`src/sv/mme_ram.sv`:
```
// ---------------------------------------------------------------------------
// mme_ram
// Generic single-write, single-read RAM with a registered read port.
// ---------------------------------------------------------------------------
`timescale 1ns / 1ps
`default_nettype none

module mme_ram #(
    parameter int WIDTH = 32,
    parameter int DEPTH = 64,
    localparam int AW   = (DEPTH > 1) ? $clog2(DEPTH) : 1
) (
    input  wire logic             i_clk,
    input  wire logic             i_we,
    input  wire logic [AW-1:0]    i_waddr,
    input  wire logic [WIDTH-1:0] i_wdata,
    input  wire logic [AW-1:0]    i_raddr,
    output logic      [WIDTH-1:0] o_rdata
);

    logic [WIDTH-1:0] r_mem [DEPTH];

    always_ff @(posedge i_clk) begin
        if (i_we) begin
            r_mem[i_waddr] <= i_wdata;
        end
        o_rdata <= r_mem[i_raddr];
    end

endmodule

`default_nettype wire

```
`config.mk`:
```
export PLATFORM = sky130hd
export DESIGN_NAME = mme_ram
export DESIGN_NICKNAME = d
export VERILOG_FILES = /design/src/sv/mme_ram.sv
export SDC_FILE = /design/constraint.sdc
export NUM_CORES = 2
export LEC_CHECK = 0
export BUFFER_PORTS_ARGS = -buffer_cell sky130_fd_sc_hd__buf_2
export CAP_MARGIN = 25
export CORE_MARGIN = 1
export CORE_UTILIZATION = 40
export DETAILED_ROUTE_END_ITERATION = 12
export PLACE_DENSITY = 0.53
export SYNTH_ARGS = -nofsm -noshare
export SYNTH_HDL_FRONTEND = slang
export SYNTH_SLANG_ARGS = --single-unit
```
`constraint.sdc`:
```
create_clock -name i_clk -period 4 [get_ports i_clk]
set_input_delay 0.6 -clock i_clk [delete_from_list [all_inputs] [get_ports i_clk]]
set_output_delay 0.6 -clock i_clk [all_outputs]
set_load 0.1 [all_outputs]
```
==> impl_metrics.csv <==
group,metric,value,unit
synth,synth_edf_count,2048,
sta,finalCritPeriodShare,0.6756,
final_layout,num-fill-cells,16050,
route,drc_errors,0,
sta,slew_headroom,0.3431,
run_status,status,"finished, final reports clean",
setup_path,cp_slowest_cell,"mux4_2",
clock_tree,post_cts_buffers,0,
clock_tree,ctsResizeCount,0,
clock_tree,cts_max_path_buffers,3,
power,p_leak,0.02854,uW
synth,async_reset_ff_frac,0,
floorplan,placementRows,162,
floorplan,coreArea,195000,um2
synth,syn_inst,3324,
final_layout,final_area,91490,um2
final_layout,layout-drive-gt1-share,0.3210,
setup_path,crit_buf_inv,2,
synth,synth_xor_area_frac,0,
grt,use_met2,0.3316,
final_layout,area_growth,16.53,%
hold_path,min_path_type,"input pin to register",
setup_path,crit_top_cell,"mux4_2",
floorplan,die_x,445.0,um
final_layout,final_util,0.4692,
synth,synth-seq-cells,2080,
grt,grt_pass1_wl,290.0,mm
sta,rsz0062_at_grt,"no",
power,irDropWorstVdd,0.0003886,V
route,ant_nets,0,
synth,synth_fa_ha_area_frac,0,
setup_path,cp.required,4.69,ns
grt,grt_use_met1,0.2990,
place,placed_area,84320,um2
grt,grt_start_max_net_pins,65,
floorplan,pin_count,78,
grt,antenna_found_initial,15,
power,power_density,508.7,nW/um2
route,drt-initial-drc-count,4013,
synth,ys_seq_area_frac,0.7914,
clock_tree,clk_pin_slew,0.06,ns
setup_path,crit_fanout,47,
place,place.gp.congestion,0.7551,
route,drt-vias-per-instance,5.631,
sta,finalHoldViolations,0,
sta,holdWs,0.1056,ns
floorplan,initial_core_util,0.4027,
synth,synth_top_family_by_area,"multiplexers",
setup_path,critical_path.cell_chain,"buf_8, buf_12, mux4_2, mux4_2, o22ai_1, nor2_1",
setup_path,crit_path_end_kind,"register",
synth,synth_compound_area_frac,0.01673,
synth,synthMuxAreaShare,0.1679,
synth,synth_area,78520,um2
flow_run,drv_cap,0,
sta,skew,0.03763,ns
sta,final-max-slew-violation-count,0,
synth,synth_cell_type_count,34,
route,firstDrtPassIters,6,
clock_tree,root_buffer,"clkbuf_16",
clock_tree,htreeDepth,4,
clock_tree,insertion_delay,0.85,ns
synth,yosys.area_share.simple,0.01265,
floorplan,die_h,445.0,um
clock_tree,clock_sinks,2080,
place,io_buffer_count,77,
synth,synth_nets,3370,
setup_path,crit_family,"multiplexers",
route,detail_route.wl_per_cell,31.76,um
final_layout,fin_nets,3708,
grt,groute.layer.met3.usage,0.03464,
sta,setup_tns,0,ns
place,hpwl,117.2,mm
grt,grt-busiest-layer,"met2",
sta,setup_viol,0,
clock_tree,cts_made_buffers,215,
setup_path,slowest_delay,0.58,ns
synth,synth_warnings,0,
grt,grt-ovfl-total,0,
setup_path,start_kind,"input pin",
synth,postSynthAreaPerCell,23.62,um2
sta,fmax,370.0,MHz
sta,period_needed,2.702,ns
synth,synth_ff_type,"edfxtp_1",
route,routed-via-count,36490,
sta,tightest_slew,0.9854,ns
setup_path,cp.arrival,3.39,ns
floorplan,die_area,198100,um2
route,routed_wl,205.8,mm
clock_tree,hold_buffers,0,
grt,grt_pass1_vias,37920,
clock_tree,cts_tree,"built",
grt,grt_usage,0.2088,
setup_path,crit_type,"input pin to register",
-- cells in the final DEF, fill, tap and decap left out, types with 27 or more instances in the layout --
master and count:
clkbuf_1 66, mux2i_1 93, clkbuf_16 216, o221ai_1 27, mux4_2 544, nor2_1 75
edfxtp_1 2048, buf_2 73, dfxtp_1 32, clkinv_2 44, buf_12 76, buf_4 150
o22ai_1 84, nor2_4 62, a21oi_1 62
-- final cells by class --
cell class,count,area [um2],share of cell area
flip-flops and latches,2080,62140,0.6792
multi-input cells,1062,15970,0.1746
clock buffers,308,6011,0.06570
well taps,2624,3283,0.03588
repair buffers,303,3069,0.03355
clock inverters,98,1003,0.01097
diodes,6,15.01,0.0001641
-- per-stage QoR --
step / total power (uW) / instances / setup WS (ns)
3_3_place_gp: 27300 / 6045 / 0.2936
4_1_cts: 46970 / 6468 / 1.187
6_report: 46540 / 6481 / 1.298
2_1_floorplan: 26160 / 3324 / 0.2402
3_5_place_dp: 27360 / 6062 / 0.3358
5_1_grt: 47850 / 6478 / 1.246
-- worst reg2reg max path: cells and delay by family (launching register included) --
family,cells,cell delay [ns]
DFF,1,0.37
AOI/OAI and AO/OA,1,0.49
muxes,2,0.97
and+or+nand+nor,1,0.21
-- Yosys cell counts, types with 4 or more instances --
cell type	n	share of area
a21oi_1	62	0.0040
a22oi_1	12	0.0011
a311oi_1	8	0.00089
a41o_1	4	0.00051
and3_1	4	0.00032
buf_1	21	0.0010
buf_2	57	0.0036
buf_4	25	0.0024
buf_6	5	0.00072
clkbuf_1	74	0.0035
dfxtp_1	32	0.0082
edfxtp_1	2048	0.78
mux2i_1	93	0.012
mux4_2	544	0.16
nand2_1	26	0.0012
nand2b_1	8	0.00064
nand3_1	5	0.00032
nand3b_1	5	0.00048
nor2_1	137	0.0065
nor2b_1	15	0.0012
nor3_1	7	0.00045
o221ai_1	27	0.0030
o22ai_1	84	0.0067
o32ai_1	4	0.00045
-- flip-flops by register name, summed over array words and instances (netlist names) --
signal and flops:
r_mem 2048, o_rdata 32
-- where the power goes --
group	switching (uW)	total (uW)	leakage, uW	internal [uW]
logic	1710	2610	0.00641	902
registers	112	24200	0.0187	24100
clock network	8470	19700	0.00343	11200
-- path summary, 6_finish.rpt --
path / from / end / depth (start not counted) / slack [ns]
max: i_raddr[0] / o_rdata[12]$_DFF_P_ / 6 / 1.30
max reg2reg: r_mem[47][12]$_DFFE_PP_ / o_rdata[12]$_DFF_P_ / 4 / 1.82
min: i_wdata[12] / r_mem[5][12]$_DFFE_PP_ / 1 / 0.11
min reg2reg: r_mem[28][17]$_DFFE_PP_ / o_rdata[17]$_DFF_P_ / 4 / 0.73
-- layer usage --
layer | wire length [um] | share of wire
met1 | 89110 | 0.43
met2 | 99160 | 0.48
met3 | 12490 | 0.061
met4 | 5035 | 0.024
met5 | 12 | 0.000058
-- logic make-up after synthesis --
logic type | Yosys count
AOI/OAI and AO/OA | 202
muxes | 637
and+or+nand+nor | 223
buffers and inverters | 182
DFF | 2080
(Power assumes the default switching activity.)
